`src/rtl/b64d_pkg.sv`:
```
// Shared types, constants and character classification for the base64 decoder.
`timescale 1ns / 1ps
package b64d_pkg;

    localparam int unsigned JOB_QUEUE_DEPTH = 4;
    localparam int unsigned SEXTET_W        = 6;
    localparam int unsigned STORE_W         = 3 * SEXTET_W;
    localparam int unsigned GROUP_W         = 4 * SEXTET_W;

    localparam logic [1:0] CNT_FULL = 2'd3;
    localparam logic [1:0] CNT_TWO  = 2'd2;

    typedef struct packed {
        logic [7:0] char_code;
        logic       end_of_string;
    } char_item_t;

    typedef struct packed {
        logic [7:0] data_byte;
        logic       has_data;
        logic       last_of_string;
        logic       stopped_early;
    } result_item_t;

    // One decode job: up to three bytes, left aligned in word.
    typedef struct packed {
        logic [GROUP_W-1:0] word;
        logic [1:0]         nbytes;
        logic               last;
        logic               stopped;
    } job_t;

    // Return {invalid, sextet}; invalid covers '=' and every non-alphabet code.
    function automatic logic [SEXTET_W:0] sextet_of(input logic [7:0] c);
        logic [SEXTET_W:0] r;
        r = {1'b1, {SEXTET_W{1'b0}}};
        case (c) inside
            [8'h41:8'h5A]: r = {1'b0, 6'(c - 8'h41)};
            [8'h61:8'h7A]: r = {1'b0, 6'(c - 8'h61 + 8'd26)};
            [8'h30:8'h39]: r = {1'b0, 6'(c - 8'h30 + 8'd52)};
            8'h2B:         r = {1'b0, 6'd62};
            8'h2F:         r = {1'b0, 6'd63};
            default:       r = {1'b1, {SEXTET_W{1'b0}}};
        endcase
        return r;
    endfunction

    // Left-align a partial group for flushing.
    function automatic logic [GROUP_W-1:0] flush_word(input logic [STORE_W-1:0] store,
                                                      input logic [1:0] cnt);
        logic [GROUP_W-1:0] w;
        w = '0;
        case (cnt)
            CNT_FULL: w = {store, {SEXTET_W{1'b0}}};
            CNT_TWO:  w = {store[2*SEXTET_W-1:0], {2*SEXTET_W{1'b0}}};
            default:  w = '0;
        endcase
        return w;
    endfunction

    // A partial group of n values yields n-1 bytes; a single value yields none.
    function automatic logic [1:0] flush_count(input logic [1:0] cnt);
        logic [1:0] n;
        case (cnt)
            CNT_FULL: n = 2'd2;
            CNT_TWO:  n = 2'd1;
            default:  n = 2'd0;
        endcase
        return n;
    endfunction

endpackage

```
`src/rtl/b64d_front.sv`:
```
// Front end: accepts characters, tracks the group state and builds decode jobs.
`timescale 1ns / 1ps
module b64d_front (
    input  logic                clk,
    input  logic                rst_n,
    input  logic                push,
    output logic                full,
    input  b64d_pkg::char_item_t char_item,
    input  logic                q_full,
    output logic                job_push,
    output b64d_pkg::job_t      job
);
    import b64d_pkg::*;

    logic [STORE_W-1:0] store_reg, store_next;
    logic [1:0]         cnt_reg, cnt_next;
    logic               halted_reg, halted_next;

    logic               accept;
    logic [SEXTET_W:0]  cls;
    logic [STORE_W-1:0] st1;
    logic [1:0]         cnt1;
    logic               halt1;
    logic [GROUP_W-1:0] cw;
    logic [1:0]         cn;

    assign full   = q_full;
    assign accept = push && !q_full;
    assign cls    = sextet_of(char_item.char_code);

    always_comb
    begin
        st1   = store_reg;
        cnt1  = cnt_reg;
        halt1 = halted_reg;
        cw    = '0;
        cn    = 2'd0;
        if (!halted_reg)
        begin
            if (!cls[SEXTET_W])
            begin
                if (cnt_reg == CNT_FULL)
                begin
                    cw   = {store_reg, cls[SEXTET_W-1:0]};
                    cn   = 2'd3;
                    st1  = '0;
                    cnt1 = 2'd0;
                end
                else
                begin
                    st1  = {store_reg[STORE_W-SEXTET_W-1:0], cls[SEXTET_W-1:0]};
                    cnt1 = 2'(cnt_reg + 2'd1);
                end
            end
            else
            begin
                // Pad or invalid character: flush what is held and stop.
                cw    = flush_word(store_reg, cnt_reg);
                cn    = flush_count(cnt_reg);
                st1   = '0;
                cnt1  = 2'd0;
                halt1 = 1'b1;
            end
        end

        job.word    = cw;
        job.nbytes  = cn;
        job.last    = char_item.end_of_string;
        job.stopped = halt1;
        if (char_item.end_of_string && (cn == 2'd0))
        begin
            job.word   = flush_word(st1, cnt1);
            job.nbytes = flush_count(cnt1);
        end

        job_push = accept && ((job.nbytes != 2'd0) || char_item.end_of_string);

        store_next  = store_reg;
        cnt_next    = cnt_reg;
        halted_next = halted_reg;
        if (accept)
        begin
            if (char_item.end_of_string)
            begin
                store_next  = '0;
                cnt_next    = 2'd0;
                halted_next = 1'b0;
            end
            else
            begin
                store_next  = st1;
                cnt_next    = cnt1;
                halted_next = halt1;
            end
        end
    end

    always_ff @(posedge clk or negedge rst_n)
    begin
        if (!rst_n)
        begin
            store_reg  <= '0;
            cnt_reg    <= 2'd0;
            halted_reg <= 1'b0;
        end
        else
        begin
            store_reg  <= store_next;
            cnt_reg    <= cnt_next;
            halted_reg <= halted_next;
        end
    end

endmodule

```
`src/rtl/b64d_queue.sv`:
```
// Small job queue between the front end and the byte emitter.
`timescale 1ns / 1ps
module b64d_queue #(
    parameter int unsigned DEPTH = b64d_pkg::JOB_QUEUE_DEPTH
) (
    input  logic           clk,
    input  logic           rst_n,
    input  logic           wr_en,
    input  b64d_pkg::job_t wr_data,
    output logic           q_full,
    input  logic           rd_en,
    output b64d_pkg::job_t rd_data,
    output logic           q_empty
);
    import b64d_pkg::*;

    localparam int unsigned PTR_W = (DEPTH > 1) ? $clog2(DEPTH) : 1;
    localparam int unsigned CNT_W = $clog2(DEPTH + 1);
    localparam logic [PTR_W-1:0] LAST_PTR = PTR_W'(DEPTH - 1);
    localparam logic [CNT_W-1:0] DEPTH_CNT = CNT_W'(DEPTH);

    job_t             mem [DEPTH];
    logic [PTR_W-1:0] wr_ptr_reg, wr_ptr_next;
    logic [PTR_W-1:0] rd_ptr_reg, rd_ptr_next;
    logic [CNT_W-1:0] count_reg, count_next;
    logic             do_wr, do_rd;

    assign q_full  = (count_reg == DEPTH_CNT);
    assign q_empty = (count_reg == '0);
    assign do_wr   = wr_en && !q_full;
    assign do_rd   = rd_en && !q_empty;
    assign rd_data = mem[rd_ptr_reg];

    always_comb
    begin
        wr_ptr_next = wr_ptr_reg;
        rd_ptr_next = rd_ptr_reg;
        count_next  = count_reg;
        if (do_wr)
        begin
            wr_ptr_next = (wr_ptr_reg == LAST_PTR) ? '0 : PTR_W'(wr_ptr_reg + 1'b1);
        end
        if (do_rd)
        begin
            rd_ptr_next = (rd_ptr_reg == LAST_PTR) ? '0 : PTR_W'(rd_ptr_reg + 1'b1);
        end
        if (do_wr && !do_rd)
        begin
            count_next = CNT_W'(count_reg + 1'b1);
        end
        else if (do_rd && !do_wr)
        begin
            count_next = CNT_W'(count_reg - 1'b1);
        end
    end

    always_ff @(posedge clk)
    begin
        if (do_wr)
        begin
            mem[wr_ptr_reg] <= wr_data;
        end
    end

    always_ff @(posedge clk or negedge rst_n)
    begin
        if (!rst_n)
        begin
            wr_ptr_reg <= '0;
            rd_ptr_reg <= '0;
            count_reg  <= '0;
        end
        else
        begin
            wr_ptr_reg <= wr_ptr_next;
            rd_ptr_reg <= rd_ptr_next;
            count_reg  <= count_next;
        end
    end

endmodule

```
`src/rtl/b64d_back.sv`:
```
// Back end: splits each job into result items and holds them in an output register.
`timescale 1ns / 1ps
module b64d_back (
    input  logic                   clk,
    input  logic                   rst_n,
    input  logic                   q_empty,
    input  b64d_pkg::job_t         q_data,
    output logic                   q_pop,
    input  logic                   pop,
    output logic                   empty,
    output b64d_pkg::result_item_t result_item
);
    import b64d_pkg::*;

    job_t         job_reg;
    logic         job_valid_reg;
    logic [1:0]   idx_reg;
    result_item_t out_reg;
    logic         out_valid_reg;

    logic         load;
    logic         at_end;
    logic         finish;
    logic [7:0]   cur_byte;
    result_item_t cur_item;

    assign empty       = !out_valid_reg;
    assign result_item = out_reg;

    assign load   = !out_valid_reg || pop;
    assign at_end = (job_reg.nbytes == 2'd0) || (idx_reg == 2'(job_reg.nbytes - 2'd1));
    assign finish = job_valid_reg && load && at_end;
    assign q_pop  = !q_empty && (!job_valid_reg || finish);

    always_comb
    begin
        case (idx_reg)
            2'd0:    cur_byte = job_reg.word[23:16];
            2'd1:    cur_byte = job_reg.word[15:8];
            default: cur_byte = job_reg.word[7:0];
        endcase
        cur_item.has_data       = (job_reg.nbytes != 2'd0);
        cur_item.data_byte      = cur_item.has_data ? cur_byte : 8'd0;
        cur_item.last_of_string = job_reg.last && at_end;
        cur_item.stopped_early  = job_reg.stopped;
    end

    always_ff @(posedge clk)
    begin
        if (q_pop)
        begin
            job_reg <= q_data;
        end
        if (job_valid_reg && load)
        begin
            out_reg <= cur_item;
        end
    end

    always_ff @(posedge clk or negedge rst_n)
    begin
        if (!rst_n)
        begin
            job_valid_reg <= 1'b0;
            idx_reg       <= 2'd0;
            out_valid_reg <= 1'b0;
        end
        else
        begin
            if (q_pop)
            begin
                job_valid_reg <= 1'b1;
                idx_reg       <= 2'd0;
            end
            else if (finish)
            begin
                job_valid_reg <= 1'b0;
            end
            else if (job_valid_reg && load)
            begin
                idx_reg <= 2'(idx_reg + 2'd1);
            end

            if (job_valid_reg && load)
            begin
                out_valid_reg <= 1'b1;
            end
            else if (pop)
            begin
                out_valid_reg <= 1'b0;
            end
        end
    end

endmodule

```
`src/rtl/base64_decoder_unit.sv`:
```
// Top level of the streaming base64 decoder.
//
// Input channel: one character per item (char_item), pushed with push while
// full is low. The end_of_string flag closes a string; the decoder then
// starts fresh for the next one.
// Result channel: one decoded byte per item (result_item), shown while empty
// is low and taken with pop. Each group of four valid characters yields three
// items; '=' or any non-alphabet character flushes the partial group and
// mutes the rest of the string. The end item always yields a final item with
// last_of_string set, an empty marker (has_data low) if it carries no byte.
// Path: a character's first result passes the job queue entry, the job register
// and the output register on its way to the result ports.
// Throughput: one character per cycle while full is low; the byte emitter
// sends one item per cycle while pop keeps up, so four characters (three
// bytes) never outrun it. When pop stalls, held jobs pile up in the job
// queue (QUEUE_DEPTH jobs) and full rises once it is full. Reset clears the
// group state, queue and output valid flag; no item is shown after reset.
`timescale 1ns / 1ps
module base64_decoder_unit #(
    parameter int unsigned QUEUE_DEPTH = b64d_pkg::JOB_QUEUE_DEPTH
) (
    input  logic                   clk,
    input  logic                   rst_n,
    input  logic                   push,
    output logic                   full,
    input  b64d_pkg::char_item_t   char_item,
    output logic                   empty,
    input  logic                   pop,
    output b64d_pkg::result_item_t result_item
);
    import b64d_pkg::*;

    // Jobs from the front end to the byte emitter.
    job_t job_in;
    job_t job_out;
    logic job_push;
    logic job_pop;
    logic q_full;
    logic q_empty;

    // Classify characters and assemble groups.
    b64d_front u_front (
        .clk       (clk),
        .rst_n     (rst_n),
        .push      (push),
        .full      (full),
        .char_item (char_item),
        .q_full    (q_full),
        .job_push  (job_push),
        .job       (job_in)
    );

    // Decouple the character stream from byte emission.
    b64d_queue #(
        .DEPTH (QUEUE_DEPTH)
    ) u_queue (
        .clk     (clk),
        .rst_n   (rst_n),
        .wr_en   (job_push),
        .wr_data (job_in),
        .q_full  (q_full),
        .rd_en   (job_pop),
        .rd_data (job_out),
        .q_empty (q_empty)
    );

    // Emit one item per cycle into the output register while pop keeps up.
    b64d_back u_back (
        .clk         (clk),
        .rst_n       (rst_n),
        .q_empty     (q_empty),
        .q_data      (job_out),
        .q_pop       (job_pop),
        .pop         (pop),
        .empty       (empty),
        .result_item (result_item)
    );

endmodule

```
`config.mk`:
```
export PLATFORM = sky130hd
export DESIGN_NAME = base64_decoder_unit
export DESIGN_NICKNAME = d
export VERILOG_FILES = /design/src/rtl/b64d_pkg.sv /design/src/rtl/b64d_front.sv /design/src/rtl/b64d_queue.sv /design/src/rtl/b64d_back.sv /design/src/rtl/base64_decoder_unit.sv
export SDC_FILE = /design/constraint.sdc
export NUM_CORES = 1
export LEC_CHECK = 0
export ABC_AREA = 1
export BUFFER_PORTS_ARGS = -buffer_cell sky130_fd_sc_hd__buf_2
export CAP_MARGIN = 40
export CORE_MARGIN = 2
export CORE_UTILIZATION = 40
export DETAILED_ROUTE_END_ITERATION = 10
export PLACE_DENSITY_LB_ADDON = 0.12
export RECOVER_POWER = 50
export SYNTH_ARGS = -nofsm -noshare
export SYNTH_HDL_FRONTEND = slang
export SYNTH_SLANG_ARGS = --single-unit
```
`constraint.sdc`:
```
create_clock -name clk -period 3.1 [get_ports clk]
set_input_delay 0.62 -clock clk [delete_from_list [all_inputs] [get_ports clk]]
set_output_delay 0.62 -clock clk [all_outputs]
set_load 0.1 [all_outputs]
```
==> results of run 1 <==
[area by class of cell]
class	count	area, um^2	area share (%)
clock buffer	20	456.7	4.727
clock inverter	12	93.84	0.9713
inverter	58	222.7	2.305
multi-input combinational	518	2770	28.67
sequential	183	5335	55.22
tap	275	344.1	3.561
timing repair buffer	71	439.2	4.545
[path summary, 6_finish.rpt]
check | endpoint | slack (ps)
worst min-delay path | u_back.idx_reg[0] | 70
worst min register to register | u_back.result_item[0] | 420
worst max register to register | u_queue.mem[3][16] | 290
worst max-delay path | u_queue.mem[1][13] | 230
max in group asynchronous | u_front.store_reg[5] | 1040
min in group clk | u_back.result_item[0] | 420
[power by group]
group	switching (uW)	internal (uW)	total, uW
clock	917	1080	2000
combinational	2350	761	3110
sequential	205	3450	3660
[per-stage QoR]
stage	cells	utilization (%)	setup WS (ps)
3_3_place_gp	1104	44.01	-31.02
4_1_cts	1137	46.73	350.0
6_report	1137	46.11	228.1
5_1_grt	1137	46.11	58.05
2_1_floorplan	792	-	-262.7
3_5_place_dp	1105	44.11	-50.33
[layer usage]
layer  share of wire, %  up-vias  wire [um]
li1                   -     2863          -
met1                 46     2854       9040
met3                3.7       15        741
met5                  0        -          0
met2                 50      128       9861
met4                1.0        0        208
[placed cells by master (no fill, tap or decap), types with 3 or more instances in the layout]
master     count
a21oi_1        7
a22o_1         5
a22oi_1       12
a31oi_1        8
buf_2          9
buf_4         33
clkbuf_1      24
clkbuf_16     17
clkbuf_2       4
clkinv_4       4
dfrtp_1       32
edfxtp_1     151
ha_1          20
inv_1         51
inv_2          5
inv_6          4
nand2_1      155
nand2_2       16
nand2_4        6
nand3_1       30
nand3_2        7
nand4_1        8
nor2_1        93
nor2_2         5
nor2_4         3
o21ai_0       90
o22ai_1       32
xor2_1         8
[cells by family (layout without fill, tap and decap cells)]
logic type      Yosys count  count (layout)  share of synthesized area [%]
fa+ha+maj                21              21                          3.173
buf+inv                  91             161                          4.524
xor+xnor                 10              10                          1.028
flops                   183             183                          62.63
simple gates            329             329                          18.05
compound gates          157             157                          10.46
mux                       1               1                         0.1322
==> impl_results.md, run 1 <==
* Outcome: finished, violations left
* Failing checks: capacitance limit, slew limit
* Post-synthesis cell area at 8518 um^2
* Ys Warns at 0
* DRT iter0 DRCs at 489
* Max incr delay on CP at between 200 and 300 ps
* Layout area overhead at 13.43%
* Max_slew headroom at -20.09%
* Pwr Density at 906.8 nW/um^2
* Post-layout instance area at approximately 9700 um^2
* DIE AREA at 22,480 um^2
* Setup Crit Path Kind: input pin to flip-flop
* Pre-antenna DRT Iters at 5
* Max Root-Sink Buffers at 2
* Final ANT Viol Nets at 0
* Net Count, Synth at 826
* Buf/Inv on CP at 6
* Register area share after synthesis at a little over three fifths
* Maxcap violations at 1
* Largest register FFs at 112
* Hold WC Path Type: input pin to async pin
* Post-CTS resize count at 0
* Post-synthesis sequential element count at 183
* Post-CTS Hold Fix Bufs at 0
* Die width at about 150 um
* Overall routing resource usage at about a fifth
* CTS tree: built
* Avg Vias per Cell at 5.154
* Clk sinks at 183
* Final setup violation count at 0
* Clock Latency Late Sink at 420 ps
* Total number of vias at between 5,000 and 6,000
* Hold Fails Final Rpt at 0
* Vias in the first global route at 5,808
* Setup Buffers After CTS at 0
* Critical Path Source Type: input pin
* Worst slew pin tran at 1801 ps
* Cell taking the most area after synthesis: edfxtp_1
* Tcrit/Tclk final at 92.64%
* Setup tns final at 0 ps
* Final HPWL DP at roughly 13,000 um
* Count of cell types in the netlist at 36
* First-pass GRT wire length at 31,610 um
* CTS clk-pin slew, worst paths at 70 ps
* Tmin final at 2872 ps
* Cells after Synth at 792
* Post-Route WL at 19,850 um
* Worst IR drop on VDD at between 0.4 and 0.5 mV
* Post-synthesis async set-or-reset flop share at 17.49%
* Met2 usage in global routing at between 30% and 40%
* Most used routing layer: met2
* Largest net degree at the start of global routing at between 50 and 60
* R2R Path Start: u_front.cnt_reg[1]
* Post-synth top cells: nand2_1, edfxtp_1, nor2_1, o21ai_0, inv_1
* Data arrival, critical path at 3050 ps
* Final Max Slew Viols at 29
* Worst R2R Path Depth at 9
* Syn Area/Cell at 10.76 um^2
* Final Hold Slack at 65.52 ps
* M1 GR Usage at 24.41%
* Yosys top cell area share at between 50% and 60%
* Post-synth EDFFs at 151
* Final-layout fill cell count at 2,007
* Endpoint class of the critical path: flip-flop
* LEAKAGE at 0.003795 uW
* Unrepaired setup endpoints after global routing: false
* Tot Pwr at 8761 uW
* CP Cell Sequence: clkbuf_1 -> inv_1 -> ha_1 -> inv_1 -> nand2_1 -> nand2_1 -> nor2_1 -> nor2_4 -> nand2_4 -> clkbuf_1 -> nand3_4 -> nand3_1 -> inv_2 -> nand2_1 -> o21ai_2 -> nand2_1 -> o21ai_0 -> buf_4
* Final GP Congestion at 0.8711
* Crit-path leading delay family: simple AND/OR/NAND/NOR gates
* Routed len/inst at 17.46 um
* CP max-delay cell: clkbuf_1
* Core box area at 20,960 um^2
* Drc violations at 0
* GR Overflow Total at 0
* Initial antenna violation count at 0
* Clk root buf: clkbuf_16
* Top Ports at 26
* Initial Utilization at 40.65%
* Crit path max fanout at 8
* Critical path depth at 18
* Port bufs at 25
* Count leader, synth: nand2_1
* Net count, final at slightly below 900
* Total CTS buffers at 17
* Main area contributors after synthesis: edfxtp_1, dfrtp_1, nand2_1
* Placed Area at between 9000 and 10,000 um^2
* Crit path from: char_item[2]
* Critical path required time at 3270 ps
* Met3 GRT Util at 3.445%
* FMAX at 348.2 MHz
* N_diodes at 0
* Rows at between 50 and 60
* H-tree levels at 4
* Layout cell share with drive strength beyond 1 at 14.85%
* Clk_skew at a little over 9 ps
* Most frequent CP cell: nand2_1
* Die Ht at 149.9 um
* Prevailing post-synth register cell: edfxtp_1
No activity file was read; power rests on OpenSTA's default activity.
==> run 2: changes to the inputs <==
--- a/config.mk
+++ b/config.mk
@@ -11,7 +11,6 @@
 export CORE_MARGIN = 2
 export CORE_UTILIZATION = 40
 export DETAILED_ROUTE_END_ITERATION = 10
-export PLACE_DENSITY_LB_ADDON = 0.12
 export RECOVER_POWER = 50
 export SYNTH_ARGS = -nofsm -noshare
 export SYNTH_HDL_FRONTEND = slang
==> run 2 against run 1 <==
The run still ends with capacitance limit, slew limit left. Power grew 0.43%. Critical path depth is the same. Register-to-register slack gained 60 ps. Critical path type unchanged. Global-route usage shrank 1.3 points. Hold slack gained 70 ps. Count of clock-buffer cells in the layout shrank 2. Sequential cell count is the same. Clock skew shrank 1.9 ps. Largest power group unchanged. Highest routed layer unchanged. Final area is essentially flat. Routed wire length shrank 6.9%. Final cell count shrank 0.44%. Die area is the same.
==> impl_results.md, run 2 (synthesis results as in run 1) <==
* Post-Route WL at 18,490 um (was 19,850 um)
* Layout area overhead at 13.44% (was 13.43%)
* Rows at 53 (unchanged)
* Initial antenna violation count at 0 (unchanged)
* Final GP Congestion at 0.8594 (was 0.8711)
* GR Overflow Total at 0 (unchanged)
* Final HPWL DP at 12,170 um (was 13,190 um)
* Hold WC Path Type: input pin to async pin (unchanged)
* Routed len/inst at 16.33 um (was 17.46 um)
* N_diodes at 0 (unchanged)
* Hold Fails Final Rpt at 0 (unchanged)
* CP max-delay cell: clkbuf_1 (unchanged)
* Multi-input gate area at 2789 um^2 (was 2770 um^2)
* Max incr delay on CP at 290 ps (about the same)
* Die Ht at 149.9 um (unchanged)
* Worst IR drop on VDD at 0.4723 mV (was 0.4251 mV)
* Sw Pwr at 3394 uW (was 3470 uW)
* H-tree levels at 4 (unchanged)
* Pwr Density at 910.5 nW/um^2 (was 906.8 nW/um^2)
* Pre-CTS setup slack at -5.373 ps (was -50.33 ps)
* Core box area at 20,960 um^2 (unchanged)
* Data arrival, critical path at 2860 ps (was 3050 ps)
* Final Hold Slack at 135.1 ps (was 65.52 ps)
* Die width at 149.9 um (unchanged)
* LEAKAGE at 0.003810 uW (was 0.003795 uW)
* Final-layout fill cell count at 1,960 (was 2,007)
* Sequential share of power at 41.5% (was 41.7%)
* Final setup violation count at 0 (unchanged)
* First-pass GRT wire length at 29,490 um (was 31,610 um)
* Unrepaired setup endpoints after global routing: false (unchanged)
* Post-layout instance area at 9663 um^2 (was 9662 um^2)
* Failing checks: capacitance limit, slew limit (unchanged)
* R2R setup slack at 350 ps (was 290 ps)
* Total number of vias at 5,723 (was 5,860)
* Sw frac at 38.57% (was 39.61%)
* Clock Latency Late Sink at 420 ps (about the same)
* Top Ports at 26 (unchanged)
* Tcrit/Tclk final at 89.00% (was 92.64%)
* Clock network fraction of design power at 23.5% (was 22.8%)
* Int Power at 5405 uW (was 5291 uW)
* Crit path max fanout at 10 (was 8)
* Drc violations at 0 (unchanged)
* Worst slew pin tran at 1701 ps (was 1801 ps)
* Post-CTS resize count at 0 (unchanged)
* Maxcap violations at 1 (unchanged)
* Max Root-Sink Buffers at 2 (unchanged)
* Endpoint class of the critical path: flip-flop (unchanged)
* Setup Buffers After CTS at 0 (unchanged)
* Critical path required time at 3200 ps (was 3270 ps)
* Dpl cells at 1,100 (was 1,105)
* Final ANT Viol Nets at 0 (unchanged)
* Port bufs at 25 (unchanged)
* Vias in the first global route at 5,491 (was 5,808)
* Tmin final at 2759 ps (was 2872 ps)
* FMAX at 362.4 MHz (was 348.2 MHz)
* CP Cell Sequence: buf_2 -> inv_1 -> ha_1 -> inv_1 -> nand2_1 -> nand2_1 -> nor2_1 -> nor2_4 -> nand2_1 -> clkbuf_1 -> nand3_4 -> nand3_1 -> nand2_4 -> inv_4 -> nor2_8 -> buf_12 -> nand2_1 -> nand3_1 (was clkbuf_1 -> inv_1 -> ha_1 -> inv_1 -> nand2_1 -> nand2_1 -> nor2_1 -> nor2_4 -> nand2_4 -> clkbuf_1 -> nand3_4 -> nand3_1 -> inv_2 -> nand2_1 -> o21ai_2 -> nand2_1 -> o21ai_0 -> buf_4)
* Final Max Slew Viols at 27 (was 29)
* CTS tree: built (unchanged)
* Storage element area at 5335 um^2 (unchanged)
* Largest register FFs at 112 (unchanged)
* Initial Utilization at 40.65% (unchanged)
* Clk sinks at 183 (unchanged)
* Outcome: finished, violations left (unchanged)
* CTS clk-pin slew, worst paths at 70 ps (about the same)
* Max_slew headroom at -13.39% (was -20.09%)
* Critical Path Source Type: input pin (unchanged)
* Clk root buf: clkbuf_16 (unchanged)
* Overall routing resource usage at 17.35% (was 18.63%)
* Largest net degree at the start of global routing at 59 (unchanged)
* Layout cell share with drive strength beyond 1 at 14.24% (was 14.85%)
* Most frequent cells in the layout: nand2_1, edfxtp_1, nor2_1 (unchanged)
* Commonest non-fill, non-tap cell in the layout: nand2_1 (unchanged)
* Pre-antenna DRT Iters at 5 (unchanged)
* Most frequent CP cell: nand2_1 (unchanged)
* Logic pwr share at 35.0% (was 35.5%)
* Avg Vias per Cell at 5.056 (was 5.154)
* Clk_skew at 7.288 ps (was 9.205 ps)
* Post-CTS Hold Fix Bufs at 0 (unchanged)
* DIE AREA at 22,480 um^2 (unchanged)
* DRT iter0 DRCs at 483 (was 489)
* Tot Pwr at 8798 uW (was 8761 uW)
* Setup Crit Path Kind: input pin to flip-flop (unchanged)
* Net count, final at 878 (was 883)
* Finished Layout Cells at 1,132 (was 1,137)
* Post-route setup slack at 340.9 ps (was 228.1 ps)
* Placed Area at 9230 um^2 (was 9243 um^2)
* Total CTS buffers at 17 (unchanged)
run 2: final cells by class:
cell class              count  area share (%)
clock inverters            14           1.385
clock buffers              18           4.441
repair buffers             66           4.234
multi-input cells         518           28.86
inverters                  58           2.305
well taps                 275           3.561
flip-flops and latches    183           55.21
run 2: power by group through the flow:
| stage | Combinational (uW) | Sequential [uW] | Clock, uW |
|---|---|---|---|
| 6_report | 3080 | 3650 | 2060 |
| 3_5_place_dp | 3190 | 3700 | 0 |
| 5_1_grt | 3420 | 3720 | 2190 |
| 3_3_place_gp | 3170 | 3690 | 0 |
| 4_1_cts | 3200 | 3650 | 2100 |
| 2_1_floorplan | 1740 | 4180 | 0 |
run 2: path summary, 6_finish.rpt:
check / end / depth (start not counted) / from
worst min register to register: u_back.result_item[0] / 0 / u_back.cur_item[0]
worst min-delay path: u_back.idx_reg[1] / 1 / rst_n
worst max-delay path: u_queue.mem[2][16] / 18 / char_item[2]
min in group clk: u_back.result_item[0] / 0 / u_back.cur_item[0]
worst max register to register: u_queue.mem[3][16] / 9 / u_front.cnt_reg[1]
max in group asynchronous: u_queue.count_reg[2] / 2 / rst_n
run 2: layer usage:
layer / GRT usage, % / vias up / share of wire [%]
li1: - / 2851 / -
met1: 22.40 / 2716 / 45
met2: 29.29 / 128 / 48
met3: 3.171 / 28 / 3.9
met4: 6.226 / 0 / 2.4
met5: 0 / - / 0
run 2: through the flow:
| step | TNS [ps] | util [%] |
|---|---|---|
| floorplan | -29420 | - |
| global placement | 0 | 43.95 |
| global route | 0 | 46.11 |
| CTS | 0 | 46.73 |
| finish | 0 | 46.11 |
| detailed placement | -5.373 | 44.05 |
run 2: critical path, delay by kind of cell:
| kind | cells | cell delay (ps) |
|---|---|---|
| AND/OR/NAND/NOR | 11 | 1220 |
| buffers and inverters | 6 | 780 |
| adder cells (fa/ha/maj) | 1 | 210 |
